## config.mk

```make
export PLATFORM = sky130hd
export DESIGN_NAME = serial_api_frame_receiver
export DESIGN_NICKNAME = d
export VERILOG_FILES = /design/src/sapi_pkg.sv /design/src/sapi_decode.sv /design/src/serial_api_frame_receiver.sv
export SDC_FILE = /design/constraint.sdc
export NUM_CORES = 1
export LEC_CHECK = 0
export BUFFER_PORTS_ARGS = -buffer_cell sky130_fd_sc_hd__buf_2
export CORE_AREA = 2 2 89 91
export CTS_CLUSTER_SIZE = 28
export DETAILED_ROUTE_END_ITERATION = 10
export DIE_AREA = 0 0 91 93
export GPL_TIMING_DRIVEN = 0
export MAX_ROUTING_LAYER = met4
export PLACE_DENSITY_LB_ADDON = 0.3
export SKIP_LAST_GASP = 1
export SYNTH_ARGS = -nofsm -noshare
export SYNTH_HDL_FRONTEND = slang
export SYNTH_SLANG_ARGS = --single-unit
```

## constraint.sdc

```tcl
create_clock -name clk -period 1.85 [get_ports clk]
set_clock_uncertainty 0.05 [all_clocks]
set_input_delay 0.37 -clock clk [delete_from_list [all_inputs] [get_ports clk]]
set_output_delay 0.37 -clock clk [all_outputs]
set_load 0.02 [all_outputs]
```

## src/sapi_pkg.sv

```systemverilog
// Shared types, byte codes and status codes for the serial API frame receiver.
// Used by sapi_decode and serial_api_frame_receiver; depends on nothing.

package sapi_pkg;

	// Protocol bytes
	localparam logic [7:0] SOF_BYTE = 8'h01;
	localparam logic [7:0] ACK_BYTE = 8'h06;
	localparam logic [7:0] NAK_BYTE = 8'h15;
	localparam logic [7:0] CAN_BYTE = 8'h18;
	localparam logic [7:0] XOR_SEED = 8'hFF;

	// Reset value of the length limit register
	localparam logic [7:0] MAX_LEN_RESET = 8'd64;

	// Smallest legal length byte: one payload byte plus the checksum
	localparam logic [7:0] MIN_LEN = 8'd2;

	// Item operations
	localparam logic OP_BYTE    = 1'b0;
	localparam logic OP_TIMEOUT = 1'b1;

	// Receive phases
	localparam logic [1:0] PH_HUNT = 2'd0;
	localparam logic [1:0] PH_LEN  = 2'd1;
	localparam logic [1:0] PH_BODY = 2'd2;
	localparam logic [1:0] PH_CK   = 2'd3;

	// Result status codes
	localparam logic [1:0] ST_BODY    = 2'd0;
	localparam logic [1:0] ST_END_OK  = 2'd1;
	localparam logic [1:0] ST_END_BAD = 2'd2;
	localparam logic [1:0] ST_TIMEOUT = 2'd3;

	// Frame tracking state
	typedef struct packed {
		logic [1:0] phase;
		logic [7:0] length_byte;
		logic [7:0] body_count;
		logic [7:0] running_xor;
		logic       ack_flag;
	} rx_state_t;

	// One result transaction
	typedef struct packed {
		logic [1:0] status;
		logic [7:0] data;
		logic [7:0] index;
		logic [7:0] frame_len;
		logic       ack_seen;
		logic       send_ack;
	} rx_result_t;

	localparam rx_state_t STATE_RESET = '{
		phase:       PH_HUNT,
		length_byte: 8'd0,
		body_count:  8'd0,
		running_xor: XOR_SEED,
		ack_flag:    1'b0
	};

endpackage

```

## src/sapi_decode.sv

```systemverilog
// Next-state and result logic for one received byte or timeout tick.
// Purely combinational; uses types and codes from sapi_pkg.

module sapi_decode (
	input  sapi_pkg::rx_state_t  cur,
	input  logic                 op,
	input  logic [7:0]           rx_byte,
	input  logic [7:0]           max_len,
	output sapi_pkg::rx_state_t  nxt,
	output logic                 res_valid,
	output sapi_pkg::rx_result_t res
);

	logic [7:0] body_next;
	logic [7:0] len_minus1;

	assign body_next  = cur.body_count + 8'd1;
	assign len_minus1 = cur.length_byte - 8'd1;

	// Advance the frame state and build the result for this item
	always_comb begin
		nxt           = cur;
		res_valid     = 1'b0;
		res.status    = sapi_pkg::ST_BODY;
		res.data      = 8'd0;
		res.index     = 8'd0;
		res.frame_len = 8'd0;
		res.ack_seen  = cur.ack_flag;
		res.send_ack  = 1'b0;

		if (op == sapi_pkg::OP_TIMEOUT) begin
			// Abort any frame and report the timeout
			res_valid  = 1'b1;
			res.status = sapi_pkg::ST_TIMEOUT;
			nxt        = sapi_pkg::STATE_RESET;
		end else begin
			unique case (cur.phase)
				sapi_pkg::PH_HUNT: begin
					// Note ACK, wait for SOF, drop anything else
					if (rx_byte == sapi_pkg::ACK_BYTE) begin
						nxt.ack_flag = 1'b1;
					end else if (rx_byte == sapi_pkg::SOF_BYTE) begin
						nxt.phase = sapi_pkg::PH_LEN;
					end
				end
				sapi_pkg::PH_LEN: begin
					// Reject out-of-range length, else seed the checksum
					if (rx_byte < sapi_pkg::MIN_LEN || rx_byte > max_len) begin
						nxt.phase = sapi_pkg::PH_HUNT;
					end else begin
						nxt.phase       = sapi_pkg::PH_BODY;
						nxt.length_byte = rx_byte;
						nxt.body_count  = 8'd0;
						nxt.running_xor = sapi_pkg::XOR_SEED ^ rx_byte;
					end
				end
				sapi_pkg::PH_BODY: begin
					// Emit the body byte and fold it into the checksum
					res_valid       = 1'b1;
					res.data        = rx_byte;
					res.index       = cur.body_count;
					nxt.running_xor = cur.running_xor ^ rx_byte;
					nxt.body_count  = body_next;
					if (body_next >= len_minus1) begin
						nxt.phase = sapi_pkg::PH_CK;
					end
				end
				sapi_pkg::PH_CK: begin
					// Close the frame with a verdict and an ACK request
					res_valid     = 1'b1;
					res.status    = (rx_byte == cur.running_xor) ?
						sapi_pkg::ST_END_OK : sapi_pkg::ST_END_BAD;
					res.frame_len = len_minus1;
					res.send_ack  = 1'b1;
					nxt           = sapi_pkg::STATE_RESET;
				end
				default: begin
					nxt = cur;
				end
			endcase
		end
	end

endmodule

```

## src/serial_api_frame_receiver.sv

```systemverilog
// Top level of the serial API frame receiver: input stage, frame state and
// result register around sapi_decode. Depends on sapi_pkg and sapi_decode.

// Takes one transaction per cycle while out_ready keeps up: a received UART
// byte (op 0) or a read timeout tick (op 1). Each transaction passes an
// input register, then the frame state update and result build in
// sapi_decode, then the result register that drives out_valid. A new
// transaction can enter every cycle as long as out_ready keeps up; the
// result register is the only place a stall can back up from. Hunting bytes
// and the length byte produce no result. Body bytes come out with their
// index, the checksum byte yields a good or bad frame-end result with
// send_ack set, and a timeout yields a timeout result in any phase. The
// max_len register resets to 64 and is written through cfg_we/cfg_wdata;
// the user must write it only while idle; the block does not enforce this.

module serial_api_frame_receiver (
	input  logic       clk,
	input  logic       arst_n,
	input  logic       cfg_we,
	input  logic [7:0] cfg_wdata,
	input  logic       in_valid,
	output logic       in_ready,
	input  logic       op,
	input  logic [7:0] rx_byte,
	output logic       out_valid,
	input  logic       out_ready,
	output logic [1:0] status,
	output logic [7:0] data,
	output logic [7:0] index,
	output logic [7:0] frame_len,
	output logic       ack_seen,
	output logic       send_ack
);

	logic                 valid_s1;
	logic                 op_s1;
	logic [7:0]           byte_s1;
	logic [7:0]           max_len_q;
	sapi_pkg::rx_state_t  state_q;
	sapi_pkg::rx_state_t  state_nxt;
	logic                 res_valid;
	sapi_pkg::rx_result_t res;
	logic                 out_valid_s2;
	sapi_pkg::rx_result_t res_s2;
	logic                 out_free;
	logic                 advance_s1;

	assign out_free   = !out_valid_s2 || out_ready;
	assign advance_s1 = valid_s1 && out_free;
	assign in_ready   = !valid_s1 || out_free;

	// Length limit register
	always_ff @(posedge clk or negedge arst_n) begin
		if (!arst_n) begin
			max_len_q <= sapi_pkg::MAX_LEN_RESET;
		end else if (cfg_we) begin
			max_len_q <= cfg_wdata;
		end
	end

	// Input stage: capture the transaction when it is accepted
	always_ff @(posedge clk or negedge arst_n) begin
		if (!arst_n) begin
			valid_s1 <= 1'b0;
		end else if (in_ready) begin
			valid_s1 <= in_valid;
		end
	end

	always_ff @(posedge clk) begin
		if (in_valid && in_ready) begin
			op_s1   <= op;
			byte_s1 <= rx_byte;
		end
	end

	sapi_decode u_decode (
		.cur       (state_q),
		.op        (op_s1),
		.rx_byte   (byte_s1),
		.max_len   (max_len_q),
		.nxt       (state_nxt),
		.res_valid (res_valid),
		.res       (res)
	);

	// Frame state: advance when the input stage hands its item on
	always_ff @(posedge clk or negedge arst_n) begin
		if (!arst_n) begin
			state_q <= sapi_pkg::STATE_RESET;
		end else if (advance_s1) begin
			state_q <= state_nxt;
		end
	end

	// Result register: load on advance, drop once taken
	always_ff @(posedge clk or negedge arst_n) begin
		if (!arst_n) begin
			out_valid_s2 <= 1'b0;
		end else if (out_free) begin
			out_valid_s2 <= advance_s1 && res_valid;
		end
	end

	always_ff @(posedge clk) begin
		if (advance_s1 && res_valid) begin
			res_s2 <= res;
		end
	end

	assign out_valid = out_valid_s2;
	assign status    = res_s2.status;
	assign data      = res_s2.data;
	assign index     = res_s2.index;
	assign frame_len = res_s2.frame_len;
	assign ack_seen  = res_s2.ack_seen;
	assign send_ack  = res_s2.send_ack;

endmodule
```

Word-level counts from Yosys, hierarchy flattened
Cells that the tools add are included.
Cells by class
  equal/unequal tests: 11
  add/subtract/negate cells: 2
  shifts and indexed selects: 0
  bitwise gates (word level): 4
  $lt $le $gt $ge: 3
  reduce and logical (&&, ||, !) cells: 19
  divide/modulo/power cells: 0
  mux-type cells: 16
  $mul: 0
Operators with widths (number)
  case mux 16 bit (3 select lines): 1
  2-to-1 mux 27 bit: 1
  2-to-1 mux 24 bit: 1
  case mux 8 bit (2 select lines): 1
  2-to-1 mux 2 bit: 6
  != test 3 x 2 -> 1 bit, second input constant: 3
  AND reduction 3 bit: 3
  adder 8 x 1 -> 8 bit, second input constant: 1
  == test 8 x 1 -> 1 bit, second input constant: 1
  == test 8 x 3 -> 1 bit, second input constant: 1
  == test 8 bit: 1
  greater-or-equal comparator 8 bit: 1
  greater-than comparator 8 bit: 1
  < comparator 8 x 2 -> 1 bit, second input constant: 1
  NOT 8 bit: 1
  case mux 2 bit (4 select lines): 1
  subtractor 8 x 1 -> 8 bit, second input constant: 1
  bitwise XOR 8 bit: 1
  != test 3 bit, second input constant: 2
  nonzero test 3 bit: 2
  OR reduction 2 bit: 3
  == test 2 bit, second input constant: 2
  2-to-1 mux 1 bit: 4
  AND reduction 4 bit: 1
  8 further kinds: 14
Word-level totals
  word-level logic and storage cells: 71
  bits in latches: 0
  bits in registers: 74
  bits in writable memories: 0
  memories: 0
  bits of input ports: 22
  ROM bits: 0

Depth between registers and ports, before layout
  depth in word-level cells: 5
  mapped depth: 10
  depth with buffers taken out: 10

By module
From an unflattened synthesis, not the netlist that was laid out.
Unflattened totals
  cells, all modules: 423
  area, all modules: 4662.0 um2
By module, submodules not included
  serial_api_frame_receiver: instances 1, area each 2623.8 um2, cells each 121
  sapi_decode: instances 1, area each 2038.2 um2, cells each 302

Worst setup path before layout
Ideal clock, no wire load.
  kind: register -> register
  from: reg out_valid_s2, in the netlist out_valid
  to: reg res_s2, in the netlist ack_seen (enable)
  stages on the path, launching flop included: 6
  arrival: 1.628 ns
  period minus slack after synthesis: 2.061 ns
  path slack: -0.211 ns
  path buffers: 1
  path through: dfrtp_1 > nand2b_1 > and2_1 > o21ai_1 > clkbuf_1 > inv_1
On the way
  longest elaborated chain between the ends: 4
RTL lines
  from (decl): RTL line serial_api_frame_receiver.sv:43  | logic out_valid_s2;
  from (signal assigned): RTL line serial_api_frame_receiver.sv:101  | out_valid_s2 <= advance_s1 && res_valid;
  zero test 1 bit: RTL line serial_api_frame_receiver.sv:48  | assign out_free = !out_valid_s2 || out_ready;
  logical OR 1 bit: RTL line serial_api_frame_receiver.sv:48
  logical AND 1 bit: RTL line serial_api_frame_receiver.sv:49  | assign advance_s1 = valid_s1 && out_free;
  logical AND 1 bit: RTL line serial_api_frame_receiver.sv:106  | if (advance_s1 && res_valid) begin
  to (signal assigned): RTL line serial_api_frame_receiver.sv:107  | res_s2 <= res;
  to (decl): RTL line serial_api_frame_receiver.sv:44  | sapi_pkg::rx_result_t res_s2;
No other way between the ends.
A chain may end at the register's enable or synchronous reset.

Worst setup path after layout
  from: reg byte_s1[1]
  to: reg state_q[16] (netlist name)
On the way
  longest elaborated chain between the ends: 4
  elaborated cells between the ends (all ways): 5
  classes of those cells: 2 x order compare; 1 x eq/ne; 2 x reduce/logical
RTL lines
  from (decl): RTL line serial_api_frame_receiver.sv:37  | logic [7:0] byte_s1;
  from (signal assigned): RTL line serial_api_frame_receiver.sv:73  | byte_s1 <= rx_byte;
  < comparator 8 x 2 -> 1 bit or greater-than comparator 8 bit (tied branches): RTL line sapi_decode.sv:48  | if (rx_byte < sapi_pkg::MIN_LEN || rx_byte > max_len) begin
  logical OR 1 bit (*): RTL line sapi_decode.sv:48
  != test 3 bit (no source line) (*)
  AND reduction 3 bit (no source line) (*)
  to (signal assigned): RTL line serial_api_frame_receiver.sv:90  | state_q <= sapi_pkg::STATE_RESET;
  to (signal assigned): RTL line serial_api_frame_receiver.sv:92  | state_q <= state_nxt;
  to (decl): RTL line serial_api_frame_receiver.sv:39  | sapi_pkg::rx_state_t state_q;
Every way passes the cells marked *; elsewhere a longest branch is shown, timed or not.

==> reports/metrics.csv <==
metric,value,unit
first_pass_iters,6,
synth_top_cell_area_share,30.3,%
power_frac_clock,35.8,%
max_slew_margin,43.4,%
die_x,91,um
worstHoldPathType,in2async,
final-hold-violation-count,0,
power_leakage,0.00217,uW
htreeDepth,3,
fmaxAchievable,0.456,GHz
die_h,93,um
synth_area,3660,um2
grtUsageTotal,22.3,%
synthesis.nets,367,
avgRoutedWirePerCell,16.7,um
cts.sinks,74,
io_pins,52,
drive_gt1_share,34.8,%
dieArea,8460,um2
p_int,2810,uW
wl,8830,um
status,"finished, violations left",
worstSetupStartpointType,flip-flop,
critPathArrivalTime,2.38,ns
postCtsHoldBufs,0,
antenna_cells,0,
final_critical_path_setup_slack,-0.342,ns
clock_latency,0.35,ns
power,3750,uW
routed_via_density,5.46,
synth_top_cell_by_area,edfxtp_1,
synthArstFlopShare,50.0,%
antenna_found_initial,0,
switching_share,25.1,%
fin_crit,2.19,ns
vias,2879,
io_buffers,51,
dp_worst_setup_slack,-0.508,ns
grt_start_max_net_pins,38,
power_density,795,nW/um2
cp.required,2.03,ns
setup_viol,26,
drc,0,
core.rowCount,32,
clock_path_buffers,2,
p_switching,941,uW
ys_warn_count,0,
fin_crit_sh,118,%
core,7530,um2
syn_inst,327,
synth_ff_type,edfxtp_1,
final_antenna_net_count,0,
overflow,0,
synthDistinctLibCells,46,
grt_pass1_wl,14200,um
synth_edf_count,37,
ys_ff_latch,74,
synth.area.top_cells,"edfxtp_1 (30%), dfrtp_1 (19%), dfstp_2 (6.5%)",
end_kind,flip-flop,
gp_congestion,0.861,
rsz0062_at_grt,yes,
crit_fanout,10,
cts_tree,built,
post-dp-hpwl,5360,um
maxCapViolCount,0,
path_class,reg2reg,
p_comb_share,13.2,%
avgSynthCellArea,11.2,um2
slew_violations,0,
clkSlewWorstSetupHoldPaths,0.08,ns
start_util,48.7,%
final_common_cell,buf_2,
root_buffer,clkbuf_8,
final_cell_mix,"buf_2 (53), nand2_1 (37), edfxtp_1 (37), nor2_1 (29), buf_4 (27)",
cts_buffers,9,
violations,setup timing,
ys_seq_area_share,55.9,%
synthToLayoutAreaGrowth,28.7,%
tightest_slew,0.850,ns
drtIter0Drc,217,
nNetsFinal,460,
p_seq_share,51.0,%
grt_pass1_vias,2825,
vdd_ir_drop_max,0.000498,V
stage by stage:
stage / util, % / setup TNS [ns] / hold slack [ns] / cell area [um2] / std cells
after floorplan: - / -3.26 / 0.0244 / 3680 / 327
after global placement: 54.0 / -21.37 / 0.389 / 4060 / 480
after detailed placement: 54.0 / -23.61 / 0.398 / 4060 / 480
after CTS: 61.6 / -6.01 / 0.102 / 4630 / 523
after global routing: 62.6 / -9.53 / 0.134 / 4720 / 527
final: 62.6 / -6.78 / 0.0757 / 4720 / 527
cell usage after synthesis, types with 2 or more instances:
cell type and number:
nand3_1 5, dfrtp_1 28, o21a_1 2, nand2_1 38, nor4_1 3, xor2_1 5, o21ai_1 2, nor2_1 33
o21ai_0 15, mux2_2 2, ha_1 18, and2_1 3, a22o_1 6, clkbuf_1 9, nand2b_1 4, and3_1 18
a211oi_1 3, a21o_1 8, inv_1 14, nand2_2 2, nand3b_1 2, o32a_1 7, buf_2 2, buf_6 2
a21oi_1 6, nand4_1 3, edfxtp_1 37, mux2i_1 8, xnor2_1 15, nor3_1 3, dfstp_2 9
state kept, by name, summed over array words and instances, names as in the netlist:
name / count
state_q: 27
byte_s1: 8
data: 8
frame_len: 8
index: 8
max_len_q: 8
status: 2
ack_seen: 1
op_s1: 1
out_valid: 1
send_ack: 1
valid_s1: 1
cells by family (layout without fill, tap and decap cells):
kind of cell / count (synthesis) / after routing / synth area share [%]
AND/OR/NAND/NOR: 119 / 119 / 15.6
adder cells (fa/ha/maj): 18 / 18 / 6.15
buffers and inverters: 27 / 125 / 3.24
flip-flops: 74 / 74 / 55.9
multiplexers: 10 / 10 / 2.80
AO/OA/AOI/OAI: 59 / 59 / 11.5
XOR/XNOR: 20 / 20 / 4.78
critical path: stages (launching register included):
cell and delay [ns]:
edfxtp_1 0.39, ha_1 0.30, nor2b_1 0.13, o211ai_1 0.17
a211oi_1 0.10, a211o_1 0.35, o21a_4 0.25, buf_8 0.14
a22o_1 0.19
area by class of cell:
class	count	area [um2]
clock inverters	7	83.8
flip-flops and latches	74	2050
repair buffers	81	531
inverters	14	56.3
plain buffers	13	78.8
repair inverters	1	7.51
fillers	626	2810
clock buffers	9	124
well taps	102	128
multi-input cells	226	1660
worst paths after layout:
kind | start | to | slack [ns] | depth (start not counted)
setup / recovery | byte_s1[1] | state_q[16] | -0.34 | 8
hold / removal | arst_n | max_len_q[0] | 0.08 | 1
setup reg to reg | byte_s1[1] | state_q[16] | -0.34 | 8
hold reg to reg | state_q[0] | ack_seen | 0.41 | 0
max in group asynchronous | arst_n | state_q[19] | 1.07 | 1
min in group clk | rx_byte[6] | byte_s1[6] | 0.14 | 1
per-layer routing:
layer	vias up	global-route usage (%)	wire length, um
met5	-	-	0
met4	0	10.4	250
met3	19	3.71	588
met2	136	35.5	4410
li1	1355	-	-
met1	1369	28.2	3580
power groups by stage:
| stage | Sequential [uW] | Clock [uW] | Combinational (uW) |
|---|---|---|---|
| final | 1910 | 1340 | 495 |
| after global routing | 1920 | 1430 | 545 |
| after CTS | 1910 | 1350 | 480 |
| after detailed placement | 1960 | 0 | 414 |
| after global placement | 1960 | 0 | 401 |
| after floorplan | 1990 | 0 | 236 |
what timing repair did:
action / CTS / global route
buffers inserted: 25 / 4
resized for setup: 26 / 8
setup endpoints to repair: 54 / 49
gates cloned: 2 / 0
pin swaps: 13 / 3
Note: power is estimated with default switching activity, not from simulation.
